$ cat config.mk
export PLATFORM = sky130hd
export DESIGN_NAME = peak_window_change_reporter
export DESIGN_NICKNAME = d
export VERILOG_FILES = /design/src/hdl/pwcr_pkg.sv /design/src/hdl/pwcr_window.sv /design/src/hdl/pwcr_divider.sv /design/src/hdl/peak_window_change_reporter.sv
export SDC_FILE = /design/constraint.sdc
export NUM_CORES = 1
export LEC_CHECK = 0
export ABC_AREA = 0
export BUFFER_PORTS_ARGS = -buffer_cell sky130_fd_sc_hd__buf_4
export CELL_PAD_IN_SITES_DETAIL_PLACEMENT = 0
export CELL_PAD_IN_SITES_GLOBAL_PLACEMENT = 2
export CORE_ASPECT_RATIO = 0.5
export CORE_MARGIN = 2
export CORE_UTILIZATION = 43
export CTS_BUF_LIST = sky130_fd_sc_hd__clkbuf_4
export CTS_CLUSTER_DIAMETER = 30
export DETAILED_ROUTE_END_ITERATION = 7
export HOLD_SLACK_MARGIN = 0.03
export PLACE_DENSITY = 0.95
export SETUP_SLACK_MARGIN = 0.02
export SLEW_MARGIN = 20
export SYNTH_ARGS = -nofsm -noshare
export SYNTH_HDL_FRONTEND = slang
export SYNTH_SLANG_ARGS = --single-unit
$ cat constraint.sdc
create_clock -name clk -period 30.6 [get_ports clk]
set_input_delay 6.12 -clock clk [delete_from_list [all_inputs] [get_ports clk]]
set_output_delay 6.12 -clock clk [all_outputs]
set_load 0.005 [all_outputs]
$ cat src/hdl/pwcr_pkg.sv
// ----------------------------------------------------------------------------
// pwcr_pkg
// Shared types and constants for the peak window change reporter.
// ----------------------------------------------------------------------------
`default_nettype none

package pwcr_pkg;

    localparam int SAMPLE_BITS_DEF = 16;
    localparam int TIME_W          = 62;
    localparam int LEN_W           = 16;
    localparam int RND_W           = 16;
    localparam int CFG_DATA_W      = 62;
    localparam int CFG_IDX_W       = 2;

    // register indexes on the configuration port
    localparam logic [CFG_IDX_W-1:0] CFG_SUBFRAME_LEN = 2'd0;
    localparam logic [CFG_IDX_W-1:0] CFG_ROUNDING     = 2'd1;
    localparam logic [CFG_IDX_W-1:0] CFG_MAX_DELAY    = 2'd2;

    // register reset values
    localparam logic [LEN_W-1:0]  SUBFRAME_LEN_RST = 16'd64;
    localparam logic [RND_W-1:0]  ROUNDING_RST     = 16'd1;
    localparam logic [TIME_W-1:0] MAX_DELAY_RST    = 62'd1000000000;

    typedef enum logic [2:0] {
        ST_IDLE,
        ST_START,
        ST_DIV,
        ST_EVAL,
        ST_SECOND
    } pwcr_state_t;

endpackage

`default_nettype wire

$ cat src/hdl/pwcr_window.sv
// ----------------------------------------------------------------------------
// pwcr_window
// Window tracker: counts samples, keeps the first-largest-magnitude sample
// and the window start time, flags the sample that closes the window.
// ----------------------------------------------------------------------------
`default_nettype none

module pwcr_window #(
    parameter int SAMPLE_BITS = pwcr_pkg::SAMPLE_BITS_DEF
) (
    input  wire logic                           clk,
    input  wire logic                           rst_n,
    input  wire logic                           accept,
    input  wire logic signed [SAMPLE_BITS-1:0]  sample,
    input  wire logic [pwcr_pkg::TIME_W-1:0]    sample_time,
    input  wire logic                           frame_end,
    input  wire logic [pwcr_pkg::LEN_W-1:0]     subframe_len,
    output logic                                win_close,
    output logic [SAMPLE_BITS-1:0]              win_peak,
    output logic [pwcr_pkg::TIME_W-1:0]         win_time
);
    import pwcr_pkg::*;

    logic [LEN_W-1:0]       count_reg, count_next;
    logic [SAMPLE_BITS-1:0] peak_reg, peak_next;
    logic [TIME_W-1:0]      time_reg, time_next;
    logic [LEN_W:0]         cnt_inc;
    logic [LEN_W:0]         len_eff;
    logic [SAMPLE_BITS-1:0] s_u;
    logic [SAMPLE_BITS-1:0] s_mag;
    logic [SAMPLE_BITS-1:0] p_mag;

    always_comb
    begin
        s_u     = sample;
        s_mag   = s_u[SAMPLE_BITS-1] ? (~s_u + 1'b1) : s_u;
        p_mag   = peak_reg[SAMPLE_BITS-1] ? (~peak_reg + 1'b1) : peak_reg;
        // zero length means a full 65536-sample window
        len_eff = (subframe_len == '0) ? {1'b1, {LEN_W{1'b0}}} : {1'b0, subframe_len};
        cnt_inc = {1'b0, count_reg} + 1'b1;
        win_close = frame_end || (cnt_inc >= len_eff);

        count_next = count_reg;
        peak_next  = peak_reg;
        time_next  = time_reg;
        if (accept)
        begin
            if (count_reg == '0)
            begin
                peak_next = s_u;
                time_next = sample_time;
            end
            else if (s_mag > p_mag)
            begin
                peak_next = s_u;
            end
            count_next = win_close ? '0 : cnt_inc[LEN_W-1:0];
        end
    end

    always_ff @(posedge clk or negedge rst_n)
    begin
        if (!rst_n)
        begin
            count_reg <= '0;
        end
        else
        begin
            count_reg <= count_next;
        end
    end

    // written on the first sample of each window before any read
    always_ff @(posedge clk)
    begin
        peak_reg <= peak_next;
        time_reg <= time_next;
    end

    assign win_peak = peak_reg;
    assign win_time = time_reg;

endmodule

`default_nettype wire

$ cat src/hdl/pwcr_divider.sv
// ----------------------------------------------------------------------------
// pwcr_divider
// Restoring remainder unit, one dividend bit per cycle through a single
// 17-bit subtractor.
// ----------------------------------------------------------------------------
`default_nettype none

module pwcr_divider #(
    parameter int DIVIDEND_W = pwcr_pkg::SAMPLE_BITS_DEF
) (
    input  wire logic                          clk,
    input  wire logic                          rst_n,
    input  wire logic                          start,
    input  wire logic [DIVIDEND_W-1:0]         dividend,
    input  wire logic [pwcr_pkg::RND_W-1:0]    divisor,
    output logic [pwcr_pkg::RND_W-1:0]         remainder,
    output logic                               done
);
    import pwcr_pkg::*;

    localparam int CW = $clog2(DIVIDEND_W + 1);

    logic [CW-1:0]         cnt_reg, cnt_next;
    logic                  done_reg, done_next;
    logic [DIVIDEND_W-1:0] sh_reg, sh_next;
    logic [RND_W-1:0]      rem_reg, rem_next;
    logic [RND_W:0]        trial;

    always_comb
    begin
        trial     = {rem_reg, sh_reg[DIVIDEND_W-1]} - {1'b0, divisor};
        cnt_next  = cnt_reg;
        sh_next   = sh_reg;
        rem_next  = rem_reg;
        done_next = 1'b0;
        if (start)
        begin
            cnt_next = CW'(DIVIDEND_W);
            sh_next  = dividend;
            rem_next = '0;
        end
        else if (cnt_reg != '0)
        begin
            sh_next   = {sh_reg[DIVIDEND_W-2:0], 1'b0};
            rem_next  = trial[RND_W] ? {rem_reg[RND_W-2:0], sh_reg[DIVIDEND_W-1]}
                                     : trial[RND_W-1:0];
            cnt_next  = cnt_reg - 1'b1;
            done_next = (cnt_reg == CW'(1));
        end
    end

    always_ff @(posedge clk or negedge rst_n)
    begin
        if (!rst_n)
        begin
            cnt_reg  <= '0;
            done_reg <= 1'b0;
        end
        else
        begin
            cnt_reg  <= cnt_next;
            done_reg <= done_next;
        end
    end

    always_ff @(posedge clk)
    begin
        sh_reg  <= sh_next;
        rem_reg <= rem_next;
    end

    assign remainder = rem_reg;
    assign done      = done_reg;

endmodule

`default_nettype wire

$ cat src/hdl/peak_window_change_reporter.sv
// ----------------------------------------------------------------------------
// peak_window_change_reporter
// Per-window peak detector with quantization and change/timeout reporting.
// ----------------------------------------------------------------------------
// A sample that leaves its window open keeps in_ready high, so such samples are taken back to back.
// A window-closing sample holds in_ready low through ST_START, then ST_DIV until
//   the remainder unit's registered done, then ST_EVAL; a second word adds
//   ST_SECOND, and a stalled report channel holds ST_EVAL or ST_SECOND longer.
// Reset (rst_n, async, active low): registers take their reset values,
//   window, held and reported state clear, no word is pending.
// ----------------------------------------------------------------------------
`default_nettype none

module peak_window_change_reporter #(
    parameter int SAMPLE_BITS = pwcr_pkg::SAMPLE_BITS_DEF
) (
    input  wire logic                              clk,
    input  wire logic                              rst_n,
    // configuration write port
    input  wire logic                              cfg_wr_en,
    input  wire logic [pwcr_pkg::CFG_IDX_W-1:0]    cfg_index,
    input  wire logic [pwcr_pkg::CFG_DATA_W-1:0]   cfg_data,
    // sample channel
    input  wire logic                              in_valid,
    output logic                                   in_ready,
    input  wire logic signed [SAMPLE_BITS-1:0]     sample,
    input  wire logic [pwcr_pkg::TIME_W-1:0]       sample_time,
    input  wire logic                              frame_end,
    input  wire logic                              direction_out,
    // report channel
    output logic                                   out_valid,
    input  wire logic                              out_ready,
    output logic [pwcr_pkg::TIME_W-1:0]            report_time,
    output logic signed [SAMPLE_BITS-1:0]          report_value,
    output logic                                   report_direction_out,
    output logic                                   last_of_run
);
    import pwcr_pkg::*;

    // common width for the quotient-times-step subtraction
    localparam int WW = (SAMPLE_BITS > RND_W) ? SAMPLE_BITS : RND_W;

    // configuration registers
    logic [LEN_W-1:0]  subframe_len_reg;
    logic [RND_W-1:0]  rounding_reg;
    logic [TIME_W-1:0] max_delay_reg;

    always_ff @(posedge clk or negedge rst_n)
    begin
        if (!rst_n)
        begin
            subframe_len_reg <= SUBFRAME_LEN_RST;
            rounding_reg     <= ROUNDING_RST;
            max_delay_reg    <= MAX_DELAY_RST;
        end
        else if (cfg_wr_en)
        begin
            unique case (cfg_index)
                CFG_SUBFRAME_LEN: subframe_len_reg <= cfg_data[LEN_W-1:0];
                CFG_ROUNDING:     rounding_reg     <= cfg_data[RND_W-1:0];
                CFG_MAX_DELAY:    max_delay_reg    <= cfg_data[TIME_W-1:0];
                default:          ; // unmapped index, ignored
            endcase
        end
    end

    pwcr_state_t state_reg, state_next;

    logic in_fire;
    logic out_fire;
    logic slot_free;
    logic win_close;
    logic [SAMPLE_BITS-1:0] win_peak;
    logic [TIME_W-1:0]      win_time;

    assign in_ready  = (state_reg == ST_IDLE);
    assign in_fire   = in_valid && in_ready;
    assign out_fire  = out_valid && out_ready;
    // output register empty now or emptied at this edge
    assign slot_free = !out_valid || out_ready;

    pwcr_window #(
        .SAMPLE_BITS (SAMPLE_BITS)
    ) u_window (
        .clk          (clk),
        .rst_n        (rst_n),
        .accept       (in_fire),
        .sample       (sample),
        .sample_time  (sample_time),
        .frame_end    (frame_end),
        .subframe_len (subframe_len_reg),
        .win_close    (win_close),
        .win_peak     (win_peak),
        .win_time     (win_time)
    );

    // |peak| as unsigned; the most negative value maps to 2^(SAMPLE_BITS-1)
    logic                   peak_neg;
    logic [SAMPLE_BITS-1:0] peak_mag;
    logic [RND_W-1:0]       step_eff;
    logic [RND_W-1:0]       div_rem;
    logic                   div_done;

    assign peak_neg = win_peak[SAMPLE_BITS-1];
    assign peak_mag = peak_neg ? (~win_peak + 1'b1) : win_peak;
    // zero step behaves as one
    assign step_eff = (rounding_reg == '0) ? RND_W'(1) : rounding_reg;

    pwcr_divider #(
        .DIVIDEND_W (SAMPLE_BITS)
    ) u_divider (
        .clk       (clk),
        .rst_n     (rst_n),
        .start     (state_reg == ST_START),
        .dividend  (peak_mag),
        .divisor   (step_eff),
        .remainder (div_rem),
        .done      (div_done)
    );

    // held and reported window state
    logic [TIME_W-1:0]      held_time_reg, held_time_next;
    logic [SAMPLE_BITS-1:0] held_value_reg, held_value_next;
    logic [TIME_W-1:0]      reported_time_reg, reported_time_next;
    logic                   dir_reg, dir_next;

    // output register
    logic                   out_valid_reg, out_valid_next;
    logic [TIME_W-1:0]      out_time_reg, out_time_next;
    logic [SAMPLE_BITS-1:0] out_value_reg, out_value_next;
    logic                   out_dir_reg, out_dir_next;
    logic                   out_last_reg, out_last_next;

    // evaluation terms
    logic [WW-1:0]          q_w;
    logic [SAMPLE_BITS-1:0] q_s;
    logic [SAMPLE_BITS-1:0] nv;
    logic                   changed;
    logic signed [TIME_W:0] gap;
    logic                   overdue;
    logic                   emit_held;
    logic                   emit_new;
    logic [TIME_W-1:0]      rep_mid;

    always_comb
    begin
        // truncate toward zero: mag - (mag mod step)
        q_w     = WW'(peak_mag) - WW'(div_rem);
        q_s     = q_w[SAMPLE_BITS-1:0];
        nv      = peak_neg ? (~q_s + 1'b1) : q_s;
        changed = (nv != held_value_reg);
        // signed gap: a window earlier than the last report never times out
        gap     = $signed({1'b0, win_time}) - $signed({1'b0, reported_time_reg});
        overdue = gap > $signed({1'b0, max_delay_reg});

        emit_held = (changed || overdue) && (held_time_reg != '0)
                    && (reported_time_reg != held_time_reg);
        rep_mid   = emit_held ? held_time_reg : reported_time_reg;
        emit_new  = changed && (win_time != '0) && (rep_mid != win_time);
    end

    always_comb
    begin
        state_next         = state_reg;
        held_time_next     = held_time_reg;
        held_value_next    = held_value_reg;
        reported_time_next = reported_time_reg;
        dir_next           = dir_reg;
        out_valid_next     = out_valid_reg && !out_fire;
        out_time_next      = out_time_reg;
        out_value_next     = out_value_reg;
        out_dir_next       = out_dir_reg;
        out_last_next      = out_last_reg;

        unique case (state_reg)
            ST_IDLE:
            begin
                if (in_fire)
                begin
                    dir_next = direction_out;
                    if (win_close)
                    begin
                        state_next = ST_START;
                    end
                end
            end
            ST_START:
            begin
                state_next = ST_DIV;
            end
            ST_DIV:
            begin
                if (div_done)
                begin
                    state_next = ST_EVAL;
                end
            end
            ST_EVAL:
            begin
                // commit only once the output slot can take a word
                if (slot_free)
                begin
                    held_time_next  = win_time;
                    held_value_next = nv;
                    if (emit_new)
                    begin
                        reported_time_next = win_time;
                    end
                    else if (emit_held)
                    begin
                        reported_time_next = held_time_reg;
                    end

                    if (emit_held)
                    begin
                        out_valid_next = 1'b1;
                        out_time_next  = held_time_reg;
                        out_value_next = held_value_reg;
                        out_dir_next   = dir_reg;
                        out_last_next  = !emit_new;
                    end
                    else if (emit_new)
                    begin
                        out_valid_next = 1'b1;
                        out_time_next  = win_time;
                        out_value_next = nv;
                        out_dir_next   = dir_reg;
                        out_last_next  = 1'b1;
                    end

                    state_next = (emit_held && emit_new) ? ST_SECOND : ST_IDLE;
                end
            end
            ST_SECOND:
            begin
                // new window is already in the held registers
                if (slot_free)
                begin
                    out_valid_next = 1'b1;
                    out_time_next  = held_time_reg;
                    out_value_next = held_value_reg;
                    out_dir_next   = dir_reg;
                    out_last_next  = 1'b1;
                    state_next     = ST_IDLE;
                end
            end
            default:
            begin
                state_next = ST_IDLE;
            end
        endcase
    end

    always_ff @(posedge clk or negedge rst_n)
    begin
        if (!rst_n)
        begin
            state_reg         <= ST_IDLE;
            held_time_reg     <= '0;
            held_value_reg    <= '0;
            reported_time_reg <= '0;
            out_valid_reg     <= 1'b0;
        end
        else
        begin
            state_reg         <= state_next;
            held_time_reg     <= held_time_next;
            held_value_reg    <= held_value_next;
            reported_time_reg <= reported_time_next;
            out_valid_reg     <= out_valid_next;
        end
    end

    always_ff @(posedge clk)
    begin
        dir_reg       <= dir_next;
        out_time_reg  <= out_time_next;
        out_value_reg <= out_value_next;
        out_dir_reg   <= out_dir_next;
        out_last_reg  <= out_last_next;
    end

    assign out_valid            = out_valid_reg;
    assign report_time          = out_time_reg;
    assign report_value         = out_value_reg;
    assign report_direction_out = out_dir_reg;
    assign last_of_run          = out_last_reg;

endmodule

`default_nettype wire

Yosys cells after proc, flatten, opt, wreduce, memory -nomap -nowiden --
Index checks and enable logic that the tools add are counted. W data, S select, Z words.
Word-level totals: flip-flop bits (word level) 451, logic and storage cells 133, output and inout bits 82, input bits 149
Operators by class: multiplexer cells 49, add/sub/neg operators 8, $lt $le $gt $ge 3, reductions and logical operators 34, bitwise gates (word level) 3, equality and inequality tests 16
Operators with widths (count):
- $mux W62 | 6
- $mux W16 | 14
- $ne A62 B62 Y1 | 2
- $pmux W62 S2 | 1
- $reduce_bool A62 Y1 | 2
- $gt A63 B63 Y1 | 1
- $sub A62 B62 Y63 | 1
- $add A16 B1 Y16 const B | 3
- $logic_not A16 Y1 | 3
- $not A16 Y16 | 3
- $pmux W16 S2 | 1
- $mux W3 | 6
- $add A16 B1 Y17 const B | 1
- $ge A17 B17 Y1 | 1
- $mux W17 | 1
- $sub A17 B16 Y17 | 1
- $gt A16 B16 Y1 | 1
- $ne A16 B16 Y1 | 1
- $sub A16 B16 Y16 | 1
- $pmux W3 S5 | 1
- $mux W1 | 14
- $reduce_and A2 Y1 | 7
- $mux W5 | 2
- $logic_and A1 B1 Y1 | 8
- other kinds (19) | 31

Logic depth before layout (Yosys ltp) --
Gate-level depths: netlist (run 1).
depth in word-level cells 18, mapped depth 39, depth with buffers taken out 35

By module --
Synthesis (run 1) repeated with hierarchy kept, for this count alone.
Unflattened totals: cells, all modules 3192, area total of the unflattened synthesis 30599.3 um2
By module, submodules not included:
- peak_window_change_reporter | cells an instance 2506, times used 1, seq. area each 8406.8 um2, area an instance 23080.9 um2
- pwcr_window | cells an instance 391, times used 1, seq. area each 2742.6 um2, area an instance 4825.9 um2
- pwcr_divider | cells an instance 295, times used 1, seq. area each 950.9 um2, area an instance 2692.6 um2

Worst setup path after synthesis (run 1) --
OpenSTA, ideal clock, no wires.
path kind flip-flop to flip-flop, from reg reported_time_reg[12], to reg out_last_reg, in the netlist last_of_run (enable), path buffers 4, data arrival time 11025 ps, library setup time 545 ps, clock period less this slack 11570 ps, required time 30055 ps, setup slack 19030 ps, cell stages (with the launch flop) 37, cells stage by stage dfrtp_1 -> inv_1 -> ha_1 -> a21o_1 -> a21o_1 -> a21o_1 -> a21o_1 -> a21oi_1 -> nor2b_1 -> nor4_1 -> a21oi_1 -> a211oi_1 -> o21ai_0 -> nand4_1 -> o21ai_0 -> o221ai_1 -> o21ai_0 -> a221oi_1 -> xnor2_1 -> ha_1 -> nand2_1 -> or3_1 -> or3_1 -> nand2b_1 -> or2_2 -> o211a_1 -> o41a_1 -> buf_6 -> buf_2 -> mux2i_1 -> nand2_1 -> and4b_1 -> o21bai_1 -> clkbuf_1 -> buf_2 -> nand3_1 -> a21oi_1
On the way: word-level cells in the longest chain between the ends 10, elaborated cells on any way between the ends 11, classes of those cells 1 x add/sub; 1 x order compare; 3 x eq/ne; 1 x mux; 5 x reduce/logical
RTL lines:
- start: declaration | line peak_window_change_reporter.sv:124 | logic [TIME_W-1:0] reported_time_reg, reported_time_next;
- start signal: assignment | line peak_window_change_reporter.sv:269 | reported_time_reg <= reported_time_next;
- $sub A62 B62 Y63 | line peak_window_change_reporter.sv:153 | gap = $signed({1'b0, win_time}) - $signed({1'b0, reported_time_reg});
- $gt A63 B63 Y1 | line peak_window_change_reporter.sv:154 | overdue = gap > $signed({1'b0, max_delay_reg});
- $logic_or A1 B1 Y1 | line peak_window_change_reporter.sv:156 | emit_held = (changed || overdue) && (held_time_reg != '0)
- $logic_and A1 B1 Y1 | line peak_window_change_reporter.sv:156
- $logic_and A1 B1 Y1 | line peak_window_change_reporter.sv:157 | && (reported_time_reg != held_time_reg);
- $mux W62
- $ne A62 B62 Y1 | line peak_window_change_reporter.sv:159 | emit_new = changed && (win_time != '0) && (rep_mid != win_time);
- $logic_and A1 B1 Y1 | line peak_window_change_reporter.sv:159
- $ne A3 B3 Y1 (no line) *
- $reduce_and A4 Y1 (no line) *
- end signal: assignment | line peak_window_change_reporter.sv:280 | out_last_reg <= out_last_next;
- end: declaration | line peak_window_change_reporter.sv:132 | logic out_last_reg, out_last_next;
Every way passes the cells marked *; elsewhere a longest branch is shown, timed or not. A chain may end at the register's enable or synchronous reset.

Worst setup path after layout (run 1) --
from reg u_window.time_reg[1], in the netlist u_window.win_time[1], to reg out_time_reg[34], in the netlist report_time[34] (enable)
On the way: word-level cells in the longest chain between the ends 10, elaborated cells on any way between the ends 12, classes of those cells 1 x add/sub; 1 x order compare; 2 x eq/ne; 1 x mux; 7 x reduce/logical
RTL lines:
- start: declaration | line pwcr_window.sv:26 | logic [TIME_W-1:0] time_reg, time_next;
- start signal: assignment | line pwcr_window.sv:77 | time_reg <= time_next;
- $sub A62 B62 Y63 | line peak_window_change_reporter.sv:153
- $gt A63 B63 Y1 | line peak_window_change_reporter.sv:154
- $logic_or A1 B1 Y1 | line peak_window_change_reporter.sv:156
- $logic_and A1 B1 Y1 | line peak_window_change_reporter.sv:156
- $logic_and A1 B1 Y1 | line peak_window_change_reporter.sv:157
- $mux W62
- $ne A62 B62 Y1 | line peak_window_change_reporter.sv:159
- $logic_and A1 B1 Y1 | line peak_window_change_reporter.sv:159
- $ne A3 B3 Y1 (no line) *
- $reduce_and A4 Y1 (no line) *
- end signal: assignment | line peak_window_change_reporter.sv:277 | out_time_reg <= out_time_next;
- end: declaration | line peak_window_change_reporter.sv:129 | logic [TIME_W-1:0] out_time_reg, out_time_next;
Marked as above.

==> summary.md, run 1 <==
| Metric | Value |
|---|---|
| Status | completed |
| Final RePlAce weighted congestion | 0.991 |
| DRC | 0 |
| Crit-path max FO | 65 |
| Least-Margin Pin Slew | 1.19 ns |
| Post-route cell area | 32700 um2 |
| Max VDD drop | 0.0000536 V |
| Post-CTS Setup Bufs | 0 |
| Die height | 187 um |
| Cells after Synth | 2964 |
| Crit path required time | 31.19 ns |
| Final design utilization | 50.0% |
| HPWL after detailed placement | 68.3 mm |
| Synth top area share | 21.4% |
| IO Port Bufs | 230 |
| Iteration-0 DRC Markers | 2200 |
| CTS resizes | 0 |
| Fraction of registers with async set/reset | 57.6% |
| First-pass GRT wire length | 142 mm |
| Clk_lat worst skew | 1.01 ns |
| Pre-antenna DRT Iters | 8 |
| Most frequent CP cell | o21ai_0 |
| Delay-heaviest family, CP | compound AO/OA/AOI/OAI gates |
| Top Ports | 231 |
| Core area | 65400 um2 |
| Startpoint of the worst hold path | dir_reg |
| Critical Path AT | 10.97 ns |
| Reg area | 12100 um2 |
| Initial antenna violation count | 5 |
| Worst Path Buf+Inv | 2 |
| Die X-Extent | 369 um |
| Area Growth Syn to Fin | 14.0% |
| Max incr delay on CP | 0.77 ns |
| Slew headroom | 19.9% |
| Top FF cell, synth | dfrtp_1 |
| Final Setup Violations | 0 |
| Share of cells above drive strength 1 | 18.5% |
| Total Routed Length | 92.9 mm |
| Std-Cell Rows | 66 |
| RSZ-0062 raised after global routing | no |
| CP max-delay cell | buf_4 |
| All-Layer GR Usage | 26.8% |
| Cell taking the most area after synthesis | dfrtp_1 |
| Synth cell types | 83 |
| Via density | 5.72 |
| Syn_nets | 3312 |
| Power Density | 123 nW/um2 |
| Post-synth EDFFs | 175 |
| TNS Setup | 0 ns |
| Yosys reg bits | 451 |
| DP Area | 31000 um2 |
| Fill count | 6168 |
| Final clock skew | 0.0809 ns |
| Vias in the first global route | 23500 |
| Worst r2r src | u_window.win_time[1] |
| Clock transition at the registers of the reported paths | 0.07 ns |
| Hold Path Stages | 0 |
| Final period util | 33.9% |
| Area of the multi-input gates | 14900 um2 |
| Hold Crit Class | reg -> reg |
| Fmax | 96.3 MHz |
| CTS max path bufs | 3 |
| Fin. Hold Viols | 0 |
| Number of H-tree levels | 3 |
| Startpoint Class | flop |
| Worst r2r path cells | 33 |
| Inserted Clock Buffers | 112 |
| Vias | 23800 |
| Leakage power | 0.0145 uW |
| CTS sink cnt | 451 |
| Clock Tree Root | clkbuf_4 |
| WS Path Type | reg -> reg |
| Wirelength per Cell | 22.3 um |
| Die Area | 68800 um2 |
| Mean Syn Cell Area | 9.67 um2 |
| Most frequent cells in the layout | nand2_1, inv_1, buf_4, dfrtp_1 |
| Initial core utilization | 43.8% |
| Hold path endpoint | report_direction_out |
| Pins Over Slew Limit | 0 |
| Reg2Reg Setup Slack | 20.22 ns |
| Min Tclk post-route | 10.38 ns |
| Dominant cells by area after synthesis | dfrtp_1, edfxtp_1, ha_1 |
| Largest net degree at the start of global routing | 85 |
| Synth Warn # | 0 |
| Worst r2r dst | report_time[34] |
| Post-Syn Area | 28600 um2 |
| Sequential-to-total area share from yosys stat | 42.2% |
| Max-cap violations | 0 |
| Commonest non-fill, non-tap cell in the layout | nand2_1 |
| Cts-stage hold buffer count | 0 |
| # nets final | 3517 |
| GRT Residual Overflow | 0 |
| TritonCTS clock tree | done |
| CP Capture Type | flop |
| ANT nets after route | 0 |
[how the worst max path moves through the flow]
stage                          start               to  slack [ns]  cells past startpoint
2_1_floorplan  reported_time_reg[12]      last_of_run       19.03                     36
3_3_place_gp    u_window.win_time[1]  report_time[51]       20.52                     33
3_5_place_dp    u_window.win_time[1]  report_time[51]       20.31                     33
4_1_cts         u_window.win_time[1]  report_time[34]       20.29                     33
5_1_grt         u_window.win_time[1]  report_time[34]       19.62                     33
6_report        u_window.win_time[1]  report_time[34]       20.22                     33
[worst register-to-register path: cells and delay by family, from the launching register on]
kind / cells / cell delay [ns]
AO/OA/AOI/OAI: 18 / 5.12
XOR/XNOR: 1 / 0.13
adder cells (fa/ha/maj): 2 / 0.64
buffers and inverters: 2 / 1.03
flip-flops: 1 / 0.56
multiplexers: 1 / 0.27
AND/OR/NAND/NOR: 9 / 2.18
[kinds of logic (layout without fill, tap and decap cells)]
| kind of cell | count (synthesis) | count (layout) | share of synthesized area, % |
|---|---|---|---|
| other | 0 | 7 | 0 |
| multiplexers | 135 | 135 | 5.27 |
| AO/OA/AOI/OAI | 745 | 745 | 17.0 |
| flip-flops | 451 | 451 | 42.2 |
| adder cells (fa/ha/maj) | 199 | 199 | 8.77 |
| AND/OR/NAND/NOR | 737 | 737 | 12.5 |
| buffers and inverters | 434 | 736 | 5.94 |
| XOR/XNOR | 263 | 263 | 8.24 |
[area by class of cell]
| type | count | share of cell area (%) |
|---|---|---|
| multi-input combinational | 2079 | 45.7 |
| sequential | 451 | 37.0 |
| timing repair buffer | 251 | 5.79 |
| clock buffer | 163 | 3.75 |
| tap | 884 | 3.39 |
| inverter | 274 | 3.15 |
| clock inverter | 48 | 1.18 |
| antenna | 7 | 0.0536 |
[where the power goes]
group	switching (uW)	internal [uW]	total, uW	leakage (uW)
clock	274	306	580	0.000939
sequential	280	880	1160	0.00496
combinational	1320	946	2260	0.00858
total	1870	2130	4000	0.0145
[cell usage after synthesis (all sizes together), types with 7 or more instances]
cell	number
xnor2	171
or4	7
and3	13
or3	11
o21ai	196
nand4	65
a221o	64
a21o	76
and2	14
o21a	18
inv	274
xor2	89
nand2b	29
nor2b	26
nor3	36
a21boi	14
o22ai	39
nand3	45
dfrtp	245
nor4	72
ha	196
mux2i	9
nor2	114
o21bai	8
or2	10
edfxtp	175
o31ai	21
o41ai	9
nand2	278
buf	35
dfstp	15
o211ai	10
a221oi	17
a32o	14
clkbuf	125
a211oi	14
mux2	126
dfxtp	16
a21oi	194
[through the flow]
stage	instances	hold slack [ns]	setup slack [ns]	total power, uW
2_1_floorplan	2964	0.400	19.03	2700
6_report	4157	0.432	20.22	4000
4_1_cts	4150	0.437	20.29	3990
3_3_place_gp	3939	0.403	20.52	3350
5_1_grt	4156	0.445	19.62	4320
3_5_place_dp	3939	0.417	20.31	3390
[layer usage]
layer  global-route usage [%]  up-vias  share of wire (%)
li1                         -    11100                  -
met1                     35.8    11500                 43
met2                     42.4      929                 46
met3                     5.93      207                8.0
met4                     10.1        2                3.4
met5                        0        -             0.0075
Power figures use the tool's default switching activity.
==> inputs of run 2 (changes only) <==
--- a/config.mk
+++ b/config.mk
@@ -11,12 +11,12 @@
 export CELL_PAD_IN_SITES_GLOBAL_PLACEMENT = 2
 export CORE_ASPECT_RATIO = 0.5
 export CORE_MARGIN = 2
-export CORE_UTILIZATION = 43
+export CORE_UTILIZATION = 40
 export CTS_BUF_LIST = sky130_fd_sc_hd__clkbuf_4
 export CTS_CLUSTER_DIAMETER = 30
 export DETAILED_ROUTE_END_ITERATION = 7
 export HOLD_SLACK_MARGIN = 0.03
-export PLACE_DENSITY = 0.95
+export PLACE_DENSITY = 0.9
 export SETUP_SLACK_MARGIN = 0.02
 export SLEW_MARGIN = 20
 export SYNTH_ARGS = -nofsm -noshare
==> constraint.sdc (replaced) <==
create_clock -name clk -period 9.7 [get_ports clk]
set_input_delay 1.94 -clock clk [delete_from_list [all_inputs] [get_ports clk]]
set_output_delay 1.94 -clock clk [all_outputs]
set_load 0.005 [all_outputs]
==> run 2 against run 1 <==
Net effect: count of clock-buffer cells in the layout up 18; worst hold slack better by 0.014 ns; critical endpoint is now report_time[52]; sequential share of layout area down 0.46 points; first-iteration DRC count down 15%; die area up 7.4%; worst setup slack worse by 20 ns; clock skew down 0.0094 ns; largest cell class unchanged; largest power group unchanged.
==> summary.md, run 2 (synthesis gave the netlist of run 1 again) <==
| Metric | Value |
|---|---|
| CP Capture Type | flop |
| GRT Residual Overflow | 0 (unchanged) |
| First-pass GRT wire length | 146 mm (+2.8%) |
| Leakage power | 0.0147 uW (+1.3%) |
| Top Ports | 231 (unchanged) |
| Die X-Extent | 382 um (+3.6%) |
| Status | completed |
| Post-route cell area | 33100 um2 (+1.3%) |
| Fill count | 6847 (+11%) |
| DRC | 0 (unchanged) |
| Crit path required time | 10.35 ns (-20.84 ns) |
| Via density | 5.61 (-2.1%) |
| Critical Path AT | 9.68 ns (-1.29 ns) |
| Pre-antenna DRT Iters | 6 (-2) |
| Vias | 23900 (+0.39%) |
| Max incr delay on CP | 0.61 ns (-0.16 ns) |
| ANT nets after route | 0 (unchanged) |
| CTS max path bufs | 3 (unchanged) |
| Initial core utilization | 40.4% (-3.4 points) |
| DP Area | 31400 um2 (+1.0%) |
| Most frequent CP cell | o21ai_0 |
| Commonest non-fill, non-tap cell in the layout | nand2_1 |
| Crit-path max FO | 48 (-26%) |
| Final RePlAce weighted congestion | 0.986 (-0.47%) |
| Std-Cell Rows | 69 (+4.5%) |
| Delay-heaviest family, CP | compound AO/OA/AOI/OAI gates |
| All-Layer GR Usage | 25.9% (-0.88 points) |
| Fin. Hold Viols | 0 (unchanged) |
| Cts-stage hold buffer count | 0 (unchanged) |
| Wirelength per Cell | 22.7 um (+1.6%) |
| Min Tclk post-route | 9.03 ns (-1.35 ns) |
| Final clock skew | 0.0715 ns (-0.00936 ns) |
| Core area | 71000 um2 (+8.5%) |
| HPWL after detailed placement | 71.5 mm (+4.6%) |
| Final Setup Violations | 0 (unchanged) |
| IO Port Bufs | 230 (unchanged) |
| Pins Over Slew Limit | 0 (unchanged) |
| Iteration-0 DRC Markers | 1867 (-15%) |
| Startpoint Class | flop |
| Most frequent cells in the layout | nand2_1, inv_1, buf_4, dfrtp_1 |
| Worst Path Buf+Inv | 5 (+3) |
| Fmax | 111 MHz (+15%) |
| Total Routed Length | 96.8 mm (+4.2%) |
| Inserted Clock Buffers | 115 (+2.7%) |
| Initial antenna violation count | 5 (unchanged) |
| Area Growth Syn to Fin | 15.5% |
| Slew headroom | 32.4% (+13 points) |
| CTS sink cnt | 451 (unchanged) |
| Vias in the first global route | 23300 (-0.80%) |
| # nets final | 3543 (+0.74%) |
| Final period util | 93.1% (+59 points) |
| Die Area | 73900 um2 (+7.4%) |
| Max-cap violations | 0 (unchanged) |
| Reg2Reg Setup Slack | 0.67 ns (-19.55 ns) |
| WS Path Type | reg -> reg |
| Clock Tree Root | clkbuf_4 |
| Hold Crit Class | reg -> reg |
| Clk_lat worst skew | 1.03 ns (+0.02 ns) |
| TNS Setup | 0 ns (unchanged) |
| Max VDD drop | 0.000164 V (+200%) |
| Clock transition at the registers of the reported paths | 0.08 ns (about the same) |
| Power Density | 386 nW/um2 (+210%) |
| Least-Margin Pin Slew | 1.00 ns (-0.186 ns) |
| TritonCTS clock tree | done |
| CP max-delay cell | o41a_1 |
| Largest net degree at the start of global routing | 99 (+16%) |
| RSZ-0062 raised after global routing | no |
| Number of H-tree levels | 3 (unchanged) |
| Die height | 193 um (+3.6%) |
| Share of cells above drive strength 1 | 19.8% (+1.3 points) |
[run 2: cell count changes in the layout (fill, tap and decap cells not counted), sizes merged]
| cell | delta |
|---|---|
| buf | +23 |
| clkinv | -8 |
| inv | -2 |
| bufinv | -2 |
| clkbuf | +18 |
| diode | -1 |
| clkinvlp | +2 |
[run 2: cell type report]
class                           count  area [um2]  area share [%]
Clock inverter                     38         315           0.953
Multi-Input combinational cell   2079       14900            45.1
Antenna cell                        6        15.0          0.0454
Clock buffer                      181        1360            4.11
Inverter                          274        1030            3.11
Sequential cell                   451       12100            36.6
Tap cell                          958        1200            3.62
Timing Repair Buffer              274        2140            6.47
[run 2: through the flow]
step,total power [uW],utilization [%],hold slack [ns],setup slack [ns],cells
3_5_place_dp,10800,44.2,0.426,0.414,4034
5_1_grt,13800,46.6,0.446,0.0814,4259
2_1_floorplan,8500,-,0.400,0.748,2964
4_1_cts,12700,46.6,0.452,0.341,4253
3_3_place_gp,10700,44.2,0.401,0.642,4034
6_report,12800,46.6,0.447,0.666,4261
[run 2: worst register-to-register path: cells and delay by family (launching register included)]
family	cells	cell delay (ns)
buffers and inverters	5	0.99
multiplexers	1	0.12
flip-flops	1	0.43
adder cells (fa/ha/maj)	2	0.61
AO/OA/AOI/OAI	18	4.34
AND/OR/NAND/NOR	9	1.99
XOR/XNOR	1	0.14
[run 2: routing by layer]
metal | global-route usage, % | up-vias | wire length (um)
li1 | - | 11200 | -
met1 | 35.1 | 11600 | 42400
met2 | 40.9 | 902 | 44200
met3 | 5.21 | 217 | 6920
met4 | 9.61 | 2 | 3250
met5 | 0 | - | 9
[run 2: repair_timing]
item                       CTS  global route
setup endpoints to repair    0           142
setup buffers                0             2
resized for setup            0             2
[run 2: worst paths after layout]
path / endpoint / start / cells past startpoint
worst max-delay path: report_time[52] / reported_time_reg[1] / 36
worst min-delay path: report_direction_out / dir_reg / 0
worst max register to register: report_time[52] / reported_time_reg[1] / 36
worst min register to register: report_direction_out / dir_reg / 0
max in group asynchronous: held_time_reg[43] / rst_n / 3
min in group asynchronous: u_window.count_reg[7] / rst_n / 1
[run 2: power by group]
part           internal [uW]  switching (uW)  total, uW
clock network            989             891       1880
logic                   3040            4200       7240
registers               2770             878       3650
total                   6800            5970      12800
